==> src/hdl/imuoc_pkg.sv <==
// shared constants and types for the imu offset calibration moving average core
package imuoc_pkg;

    localparam int AXES        = 6;
    localparam int WINDOW      = 8;
    localparam int CAL_SAMPLES = 64;

    localparam int SAMPLE_W = 16;
    localparam int GRAV_W   = 15;
    localparam int OUT_W    = 19;
    localparam int PTR_W    = (WINDOW > 2) ? $clog2(WINDOW) : 1;
    localparam int CNT_W    = $clog2(CAL_SAMPLES + 1);
    localparam int ACC_W    = SAMPLE_W + 1 + $clog2(CAL_SAMPLES);
    localparam int SUM_W    = SAMPLE_W + $clog2(WINDOW);

    localparam int CFG_IDX_W  = 2;
    localparam int CFG_DATA_W = GRAV_W;

    localparam logic [GRAV_W-1:0] GRAVITY_RESET = GRAV_W'(65536 / 16);

    localparam int AXIS_ACC_Z = 2;

    typedef enum logic [CFG_IDX_W-1:0] {
        REG_GRAVITY_COUNTS = 2'd0,
        REG_OFFSETS_LOCKED = 2'd1
    } cfg_reg_t;

    // per-beat calibration control from the sequencer
    typedef struct packed {
        logic acc_en;
        logic acc_done;
        logic acc_busy;
        logic gyro_en;
        logic gyro_done;
        logic gyro_busy;
    } cal_ctrl_t;

    // what one lane needs from the sequencer
    typedef struct packed {
        logic en;
        logic done;
    } lane_cal_t;

endpackage

==> src/hdl/imuoc_cal_ctrl.sv <==
// calibration sequencer: active flags and sample counters for both sensor groups
module imuoc_cal_ctrl
    import imuoc_pkg::*;
(
    input  logic      clk,
    input  logic      rst_n,
    input  logic      accept,
    input  logic      start_acc,
    input  logic      start_gyro,
    output cal_ctrl_t ctrl
);

    logic             acc_active_reg;
    logic             gyro_active_reg;
    logic [CNT_W-1:0] acc_cnt_reg;
    logic [CNT_W-1:0] gyro_cnt_reg;
    logic [CNT_W-1:0] acc_cnt_next;
    logic [CNT_W-1:0] gyro_cnt_next;

    // a start while busy just folds into the running collection
    always_comb
    begin
        acc_cnt_next   = acc_cnt_reg + CNT_W'(1);
        gyro_cnt_next  = gyro_cnt_reg + CNT_W'(1);
        ctrl.acc_en    = acc_active_reg | start_acc;
        ctrl.gyro_en   = gyro_active_reg | start_gyro;
        ctrl.acc_done  = ctrl.acc_en & (acc_cnt_next >= CNT_W'(CAL_SAMPLES));
        ctrl.gyro_done = ctrl.gyro_en & (gyro_cnt_next >= CNT_W'(CAL_SAMPLES));
        ctrl.acc_busy  = ctrl.acc_en & ~ctrl.acc_done;
        ctrl.gyro_busy = ctrl.gyro_en & ~ctrl.gyro_done;
    end

    always_ff @(posedge clk or negedge rst_n)
    begin
        if (!rst_n)
        begin
            acc_active_reg  <= 1'b0;
            gyro_active_reg <= 1'b0;
            acc_cnt_reg     <= '0;
            gyro_cnt_reg    <= '0;
        end
        else if (accept)
        begin
            if (ctrl.acc_en)
            begin
                acc_active_reg <= ~ctrl.acc_done;
                acc_cnt_reg    <= ctrl.acc_done ? '0 : acc_cnt_next;
            end
            if (ctrl.gyro_en)
            begin
                gyro_active_reg <= ~ctrl.gyro_done;
                gyro_cnt_reg    <= ctrl.gyro_done ? '0 : gyro_cnt_next;
            end
        end
    end

endmodule

==> src/hdl/imuoc_lane.sv <==
// one axis lane: offset accumulator, learned offset, correction ring and running window sum
module imuoc_lane
    import imuoc_pkg::*;
(
    input  logic                       clk,
    input  logic                       rst_n,
    input  logic                       load1,
    input  logic                       load2,
    input  logic                       load3,
    input  logic signed [SAMPLE_W-1:0] sample,
    input  lane_cal_t                  cal,
    input  logic [GRAV_W-1:0]          bias,
    input  logic                       locked,
    input  logic [PTR_W-1:0]           wp,
    output logic signed [OUT_W-1:0]    sum
);

    localparam int EXT_W = (SUM_W > OUT_W) ? SUM_W : OUT_W;
    localparam logic signed [ACC_W-1:0] CAL_DIV = ACC_W'(CAL_SAMPLES);
    localparam logic signed [ACC_W-1:0] OFF_MAX = ACC_W'(32767);
    localparam logic signed [ACC_W-1:0] OFF_MIN = ACC_W'(-32768);
    localparam logic signed [SAMPLE_W:0] COR_MAX = (SAMPLE_W + 1)'(32767);
    localparam logic signed [SAMPLE_W:0] COR_MIN = (SAMPLE_W + 1)'(-32768);
    localparam logic signed [EXT_W-1:0] SUM_MAX = EXT_W'(2 ** (OUT_W - 1) - 1);
    localparam logic signed [EXT_W-1:0] SUM_MIN = EXT_W'(-(2 ** (OUT_W - 1)));

    // stage 1: accumulate
    logic signed [ACC_W-1:0]    acc_reg;
    logic signed [ACC_W-1:0]    acc_next;
    logic signed [ACC_W-1:0]    sample_ext;
    logic signed [ACC_W-1:0]    bias_ext;
    logic signed [SAMPLE_W-1:0] s1_sample_reg;
    logic signed [ACC_W-1:0]    s1_acc_reg;
    logic                       s1_done_reg;

    // stage 2: learned offset
    logic signed [ACC_W-1:0]    quot;
    logic signed [SAMPLE_W-1:0] off_new;
    logic signed [SAMPLE_W-1:0] s2_sample_reg;
    logic signed [SAMPLE_W-1:0] s2_off_reg;
    logic                       s2_done_reg;

    // stage 3: correction and window
    logic signed [SAMPLE_W-1:0] off_reg;
    logic signed [SAMPLE_W-1:0] off_use;
    logic signed [SAMPLE_W:0]   diff;
    logic signed [SAMPLE_W-1:0] corr;
    logic signed [SAMPLE_W-1:0] ring_reg [WINDOW];
    logic signed [SUM_W-1:0]    sum_reg;
    logic signed [SUM_W-1:0]    sum_next;
    logic signed [EXT_W-1:0]    sum_ext;

    always_comb
    begin
        sample_ext = ACC_W'(sample);
        bias_ext   = signed'({{(ACC_W - GRAV_W){1'b0}}, bias});
        acc_next   = acc_reg + sample_ext - bias_ext;
    end

    always_ff @(posedge clk or negedge rst_n)
    begin
        if (!rst_n)
        begin
            acc_reg <= '0;
        end
        else if (load1 && cal.en)
        begin
            acc_reg <= cal.done ? '0 : acc_next;
        end
    end

    always_ff @(posedge clk)
    begin
        if (load1)
        begin
            s1_sample_reg <= sample;
            s1_acc_reg    <= acc_next;
        end
    end

    always_ff @(posedge clk or negedge rst_n)
    begin
        if (!rst_n)
        begin
            s1_done_reg <= 1'b0;
            s2_done_reg <= 1'b0;
        end
        else
        begin
            if (load1)
            begin
                s1_done_reg <= cal.en & cal.done;
            end
            if (load2)
            begin
                s2_done_reg <= s1_done_reg & ~locked;
            end
        end
    end

    // signed divide truncates toward zero
    always_comb
    begin
        quot = s1_acc_reg / CAL_DIV;
        if (quot > OFF_MAX)
        begin
            off_new = SAMPLE_W'(OFF_MAX);
        end
        else if (quot < OFF_MIN)
        begin
            off_new = SAMPLE_W'(OFF_MIN);
        end
        else
        begin
            off_new = SAMPLE_W'(quot);
        end
    end

    always_ff @(posedge clk)
    begin
        if (load2)
        begin
            s2_sample_reg <= s1_sample_reg;
            s2_off_reg    <= off_new;
        end
    end

    // the beat that ends a calibration already uses the new offset
    always_comb
    begin
        off_use = s2_done_reg ? s2_off_reg : off_reg;
        diff    = (SAMPLE_W + 1)'(s2_sample_reg) - (SAMPLE_W + 1)'(off_use);
        if (diff > COR_MAX)
        begin
            corr = SAMPLE_W'(COR_MAX);
        end
        else if (diff < COR_MIN)
        begin
            corr = SAMPLE_W'(COR_MIN);
        end
        else
        begin
            corr = SAMPLE_W'(diff);
        end
        sum_next = sum_reg + SUM_W'(corr) - SUM_W'(ring_reg[wp]);
    end

    always_ff @(posedge clk or negedge rst_n)
    begin
        if (!rst_n)
        begin
            off_reg <= '0;
            sum_reg <= '0;
            for (int i = 0; i < WINDOW; i++)
            begin
                ring_reg[i] <= '0;
            end
        end
        else if (load3)
        begin
            if (s2_done_reg)
            begin
                off_reg <= s2_off_reg;
            end
            ring_reg[wp] <= corr;
            sum_reg      <= sum_next;
        end
    end

    always_comb
    begin
        sum_ext = EXT_W'(sum_reg);
        if (sum_ext > SUM_MAX)
        begin
            sum = OUT_W'(SUM_MAX);
        end
        else if (sum_ext < SUM_MIN)
        begin
            sum = OUT_W'(SUM_MIN);
        end
        else
        begin
            sum = OUT_W'(sum_ext);
        end
    end

endmodule

==> src/hdl/imu_offset_cal_moving_average_core.sv <==
// each accepted input beat is registered in every lane stage on its way to the output
// throughput: one beat per cycle when not stalled; six axis lanes run in parallel,
// each a three-stage pipe (accumulate, offset divide, correct and window update)
// the window sum is kept as a running sum, so the ring depth does not set the rate
// reset: asynchronous active low; rings, sums, offsets and calibration state clear
// at once, gravity_counts returns to 4096 and offsets_locked to 0
module imu_offset_cal_moving_average_core
    import imuoc_pkg::*;
(
    input  logic                         clk,
    input  logic                         rst_n,

    input  logic                         cfg_we,
    input  logic [CFG_IDX_W-1:0]         cfg_index,
    input  logic [CFG_DATA_W-1:0]        cfg_data,

    input  logic                         in_valid,
    output logic                         in_ready,
    input  logic signed [SAMPLE_W-1:0]   acc_x,
    input  logic signed [SAMPLE_W-1:0]   acc_y,
    input  logic signed [SAMPLE_W-1:0]   acc_z,
    input  logic signed [SAMPLE_W-1:0]   gyro_x,
    input  logic signed [SAMPLE_W-1:0]   gyro_y,
    input  logic signed [SAMPLE_W-1:0]   gyro_z,
    input  logic                         start_acc_cal,
    input  logic                         start_gyro_cal,

    output logic                         out_valid,
    input  logic                         out_ready,
    output logic signed [OUT_W-1:0]      acc_x_sum,
    output logic signed [OUT_W-1:0]      acc_y_sum,
    output logic signed [OUT_W-1:0]      acc_z_sum,
    output logic signed [OUT_W-1:0]      gyro_x_sum,
    output logic signed [OUT_W-1:0]      gyro_y_sum,
    output logic signed [OUT_W-1:0]      gyro_z_sum,
    output logic                         acc_cal_busy,
    output logic                         gyro_cal_busy
);

    logic [GRAV_W-1:0] gravity_reg;
    logic              locked_reg;

    logic v1_reg, v2_reg, v3_reg;
    logic rdy1, rdy2, rdy3;
    logic load1, load2, load3;
    logic [1:0] busy1_reg, busy2_reg, busy3_reg;
    logic [PTR_W-1:0] wp_reg;
    logic [PTR_W-1:0] wp_next;

    cal_ctrl_t ctrl;

    logic signed [SAMPLE_W-1:0] samples [AXES];
    logic signed [OUT_W-1:0]    sums    [AXES];
    lane_cal_t                  lane_cal [AXES];

    // configuration
    always_ff @(posedge clk or negedge rst_n)
    begin
        if (!rst_n)
        begin
            gravity_reg <= GRAVITY_RESET;
            locked_reg  <= 1'b0;
        end
        else if (cfg_we)
        begin
            case (cfg_index)
                REG_GRAVITY_COUNTS: gravity_reg <= cfg_data[GRAV_W-1:0];
                REG_OFFSETS_LOCKED: locked_reg  <= cfg_data[0];
                default:            ;
            endcase
        end
    end

    // stall chain: a stage moves when the one after it has room
    assign rdy3     = ~v3_reg | out_ready;
    assign rdy2     = ~v2_reg | rdy3;
    assign rdy1     = ~v1_reg | rdy2;
    assign in_ready = rdy1;
    assign load1    = in_valid & rdy1;
    assign load2    = v1_reg & rdy2;
    assign load3    = v2_reg & rdy3;
    assign wp_next  = (wp_reg == PTR_W'(WINDOW - 1)) ? '0 : wp_reg + PTR_W'(1);

    always_ff @(posedge clk or negedge rst_n)
    begin
        if (!rst_n)
        begin
            v1_reg    <= 1'b0;
            v2_reg    <= 1'b0;
            v3_reg    <= 1'b0;
            busy1_reg <= '0;
            busy2_reg <= '0;
            busy3_reg <= '0;
            wp_reg    <= '0;
        end
        else
        begin
            if (rdy1)
            begin
                v1_reg <= in_valid;
            end
            if (rdy2)
            begin
                v2_reg <= v1_reg;
            end
            if (rdy3)
            begin
                v3_reg <= v2_reg;
            end
            if (load1)
            begin
                busy1_reg <= {ctrl.gyro_busy, ctrl.acc_busy};
            end
            if (load2)
            begin
                busy2_reg <= busy1_reg;
            end
            if (load3)
            begin
                busy3_reg <= busy2_reg;
                wp_reg    <= wp_next;
            end
        end
    end

    imuoc_cal_ctrl u_cal_ctrl (
        .clk        (clk),
        .rst_n      (rst_n),
        .accept     (load1),
        .start_acc  (start_acc_cal),
        .start_gyro (start_gyro_cal),
        .ctrl       (ctrl)
    );

    assign samples[0] = acc_x;
    assign samples[1] = acc_y;
    assign samples[2] = acc_z;
    assign samples[3] = gyro_x;
    assign samples[4] = gyro_y;
    assign samples[5] = gyro_z;

    for (genvar a = 0; a < AXES; a++)
    begin : g_lane
        assign lane_cal[a].en   = (a < 3) ? ctrl.acc_en : ctrl.gyro_en;
        assign lane_cal[a].done = (a < 3) ? ctrl.acc_done : ctrl.gyro_done;

        imuoc_lane u_lane (
            .clk    (clk),
            .rst_n  (rst_n),
            .load1  (load1),
            .load2  (load2),
            .load3  (load3),
            .sample (samples[a]),
            .cal    (lane_cal[a]),
            .bias   ((a == AXIS_ACC_Z) ? gravity_reg : '0),
            .locked (locked_reg),
            .wp     (wp_reg),
            .sum    (sums[a])
        );
    end

    // merge lane results into the output beat
    assign out_valid     = v3_reg;
    assign acc_x_sum     = sums[0];
    assign acc_y_sum     = sums[1];
    assign acc_z_sum     = sums[2];
    assign gyro_x_sum    = sums[3];
    assign gyro_y_sum    = sums[4];
    assign gyro_z_sum    = sums[5];
    assign acc_cal_busy  = busy3_reg[0];
    assign gyro_cal_busy = busy3_reg[1];

`ifndef SYNTHESIS
    a_ready_follows_out: assert property (@(posedge clk) disable iff (!rst_n)
        out_ready |-> in_ready)
        else $error("input stalled while output side is ready");

    a_stall_only_full: assert property (@(posedge clk) disable iff (!rst_n)
        !in_ready |-> (v1_reg && v2_reg && v3_reg))
        else $error("input stalled with a bubble in the pipe");

    a_wp_moves_with_beat: assert property (@(posedge clk) disable iff (!rst_n)
        !load3 |=> wp_reg == $past(wp_reg))
        else $error("window pointer moved without a beat");
`endif

endmodule

==> config.mk <==
export PLATFORM = sky130hd
export DESIGN_NAME = imu_offset_cal_moving_average_core
export DESIGN_NICKNAME = d
export VERILOG_FILES = /design/src/hdl/imuoc_pkg.sv /design/src/hdl/imuoc_cal_ctrl.sv /design/src/hdl/imuoc_lane.sv /design/src/hdl/imu_offset_cal_moving_average_core.sv
export SDC_FILE = /design/constraint.sdc
export NUM_CORES = 2
export LEC_CHECK = 0
export ABC_AREA = 1
export BUFFER_PORTS_ARGS = -buffer_cell sky130_fd_sc_hd__buf_2
export CAP_MARGIN = 40
export CORE_ASPECT_RATIO = 0.6
export CORE_UTILIZATION = 30
export DETAILED_ROUTE_END_ITERATION = 10
export PLACE_DENSITY_LB_ADDON = 0.3
export SLEW_MARGIN = 10
export SYNTH_ARGS = -nofsm -noshare
export SYNTH_HDL_FRONTEND = slang
export SYNTH_SLANG_ARGS = --single-unit
==> constraint.sdc <==
create_clock -name clk -period 8.57 [get_ports clk]
set_input_delay 2.1425 -clock clk [delete_from_list [all_inputs] [get_ports clk]]
set_output_delay 2.1425 -clock clk [all_outputs]
set_load 0.05 [all_outputs]
==> results.toml <==
[status]
status = "complete, no violations"

[timing]
finalSetupTns_ps = 0
rsz0062_at_grt = "false"
slew_headroom_pct = 35.16
finalHoldViolations = 0
fin_crit_ps = 6854
worst_slew_pin_slew_ps = 972.6
slew_violations = 0
setup_viol = 0
clock_skew_ps = 82.42
period_share_pct = 79.98
fmax_mhz = 145.9

[route]
detail-route-antenna-nets = 0
m1WireLength_um = 149400
drt-total-wl_um = 294800
drc_errors = 0
routedWlPerCell_um = 19.87
viasPerCell = 4.914
wl_met3_um = 27990
top_layer = "met5"
firstDrtPassIters = 8
drt_iter0_drc = 7988
vias = 72930
wl_met2_um = 113200

[clock_network]
cts.sinks = 1590
cts_buffers = 166
cts_max_level = 4
post_cts_buffers = 0
cts_tree = "done"
cts_hold_buf = 0
clk_pin_slew_ps = 60
clkLatencyLatePin_ps = 870
cts-root-buf = "clkbuf_16"
cts_resized = 0
clockBufferDepth = 4

[die]
core_um2 = 294400
fp-row-count = 154
die_y_um = 424.2
initial_core_util_pct = 30.27
die_area_um2 = 299300
die-width_um = 705.6
ios = 238

[yosys]
ys.flop_type = "dfrtp_1"
synth_edf_count = 426
async_flop_share_pct = 73.21
yosysSeqAreaShare_pct = 47.04
synthCells = 10790
synth_seq_cells = 1590
yosys_warnings = 0
netlist_area_um2 = 89120
syn_nets = 11410
synth_area_per_cell_um2 = 8.261
yosysUniqueCellTypes = 62

[layout]
multi_input_area_um2 = 41370
regArea_um2 = 41920
largest_register_ffs = 768
syn2layout_area_growth_pct = 12.14
fill_cells = 30620
final_layout_size_suffix_gt1_share_pct = 7.496
fin_nets = 11440

[job]
cap_violations = 0

[global_routing]
grt_pass1_vias = 68400
grt_pass1_wl_um = 449000
grt_usage_pct = 19.39
gr-total-overflow = 0
antenna_found_initial = 15
grt_max_degree = 168

[critical_path]
cp-end-kind = "register"
cp.required_ps = 9210
arrival_ps = 7500
critical_path.max_fanout = 27
rr_worst_depth = 27
path_class = "register to register"
start_kind = "register"

[worst_hold_path]
whs_path_depth = 0
hold_path_class = "register to register"

[place]
hpwl_um = 202300
io_buffers = 237
place_congestion = 0.9136
[cells in the mapped netlist, types with 150 or more instances]
master	instances	share of area [%]
nand2_1	4188	18
dfrtp_1	1163	33
inv_1	975	4.1
nand3_1	567	3.2
o21ai_0	471	2.6
edfxtp_1	426	14
a21oi_1	380	2.1
ha_1	366	5.1
clkbuf_1	332	1.4
nor2_1	331	1.4
nand4_1	157	1.1
xor2_1	150	1.5
[logic make-up (layout without fill, tap and decap cells)]
| group | after synthesis | after routing | synth area share [%] |
|---|---|---|---|
| AO/OA/AOI/OAI | 1217 | 1217 | 8.059 |
| other | 0 | 2 | 0 |
| AND/OR/NAND/NOR | 5625 | 5625 | 26.40 |
| XOR/XNOR | 259 | 259 | 2.545 |
| buffers and inverters | 1494 | 1646 | 6.642 |
| flip-flops | 1590 | 1590 | 47.04 |
| adder cells (fa/ha/maj) | 500 | 500 | 8.149 |
| multiplexers | 102 | 102 | 1.165 |
[placed cells by master, fill, tap and decap left out, types with 13 or more instances in the layout]
master,n
or2_2,34
xor2_1,150
bufinv_16,13
clkbuf_8,20
clkinv_2,23
mux2_2,14
fa_1,134
o21bai_1,16
nand3_1,567
buf_4,80
a221oi_1,67
buf_12,18
edfxtp_1,426
a22o_1,91
clkbuf_16,168
buf_16,16
and2_1,47
mux2i_1,88
nand3b_1,47
nor3_1,68
clkbuf_1,37
buf_2,237
dfrtp_1,1161
a22oi_1,110
ha_1,366
a21oi_1,379
o22ai_1,15
o21ai_0,471
nor2_1,328
nor4_1,33
xnor2_1,109
nand2_2,40
inv_2,21
nand2_1,4188
and3_1,17
a31oi_1,15
inv_4,15
nand2_4,47
nand4_1,157
inv_1,963
[layer usage]
metal | up-vias | track usage (%)
met3 | 304 | 4.492
met1 | 34860 | 31.40
met4 | 2 | 2.946
met2 | 2732 | 26.00
met5 | - | 0
li1 | 35030 | -
[path summary, 6_finish.rpt]
| kind | from | to | slack (ps) |
|---|---|---|---|
| hold reg to reg | g_lane[0].u_lane.s1_sample_reg[9] | g_lane[0].u_lane.s2_sample_reg[9] | 410 |
| setup / recovery | g_lane[2].u_lane.s2_done_reg | g_lane[1].u_lane.sum_ext[15] | 1720 |
| max in group asynchronous | rst_n | g_lane[3].u_lane.ring_reg[94] | 5600 |
| setup reg to reg | g_lane[2].u_lane.s2_done_reg | g_lane[1].u_lane.sum_ext[15] | 1720 |
| hold / removal | g_lane[0].u_lane.s1_sample_reg[9] | g_lane[0].u_lane.s2_sample_reg[9] | 410 |
| min in group asynchronous | rst_n | g_lane[2].u_lane.ring_reg[17] | 1300 |
[cell type report]
class | instances | share of cell area (%)
Antenna cell | 2 | 0.005008
Clock buffer | 225 | 4.621
Clock inverter | 67 | 0.7249
Inverter | 1002 | 3.817
Multi-Input combinational cell | 7703 | 41.39
Sequential cell | 1590 | 41.95
Tap cell | 3900 | 4.883
Timing Repair Buffer | 352 | 2.604
[critical path: stages (launching register included)]
cell and delay (ps):
dfrtp_2 830, buf_4 540, nand2_1 80, o21ai_0 130, ha_1 180, inv_1 60
fa_1 400, nand3_1 90, nand2_1 110, nand2_1 90, nand2_1 140, nand2_1 120
nand2_1 50, nand2_1 120, nand4_2 520, nand2_1 560, nand2_1 140, fa_1 530
inv_1 40, ha_1 380, a21oi_1 210, nand2_1 140, a21boi_0 410, o21ai_0 280
nand2_1 190, nand3_1 90, nand3_1 100, o21ai_0 100
[metrics by stage]
| stage | cell area (µm²) | hold slack [ps] | setup WS (ps) | utilization, % | cells |
|---|---|---|---|---|---|
| finish | 99930 | 406.7 | 1716 | 33.94 | 14840 |
| global route | 99930 | 422.2 | 1258 | 33.94 | 14840 |
| CTS | 99870 | 400.4 | 1840 | 33.92 | 14840 |
| detailed placement | 94530 | 404.5 | 1898 | 32.11 | 14540 |
| global placement | 94010 | 400.1 | 1936 | 31.93 | 14520 |
| floorplan | 89120 | 400.3 | 1073 | - | 10790 |
Power is left out: the tool's default activity adds up to more than one toggle a clock period on the data nets, which glitch-free logic cannot reach.
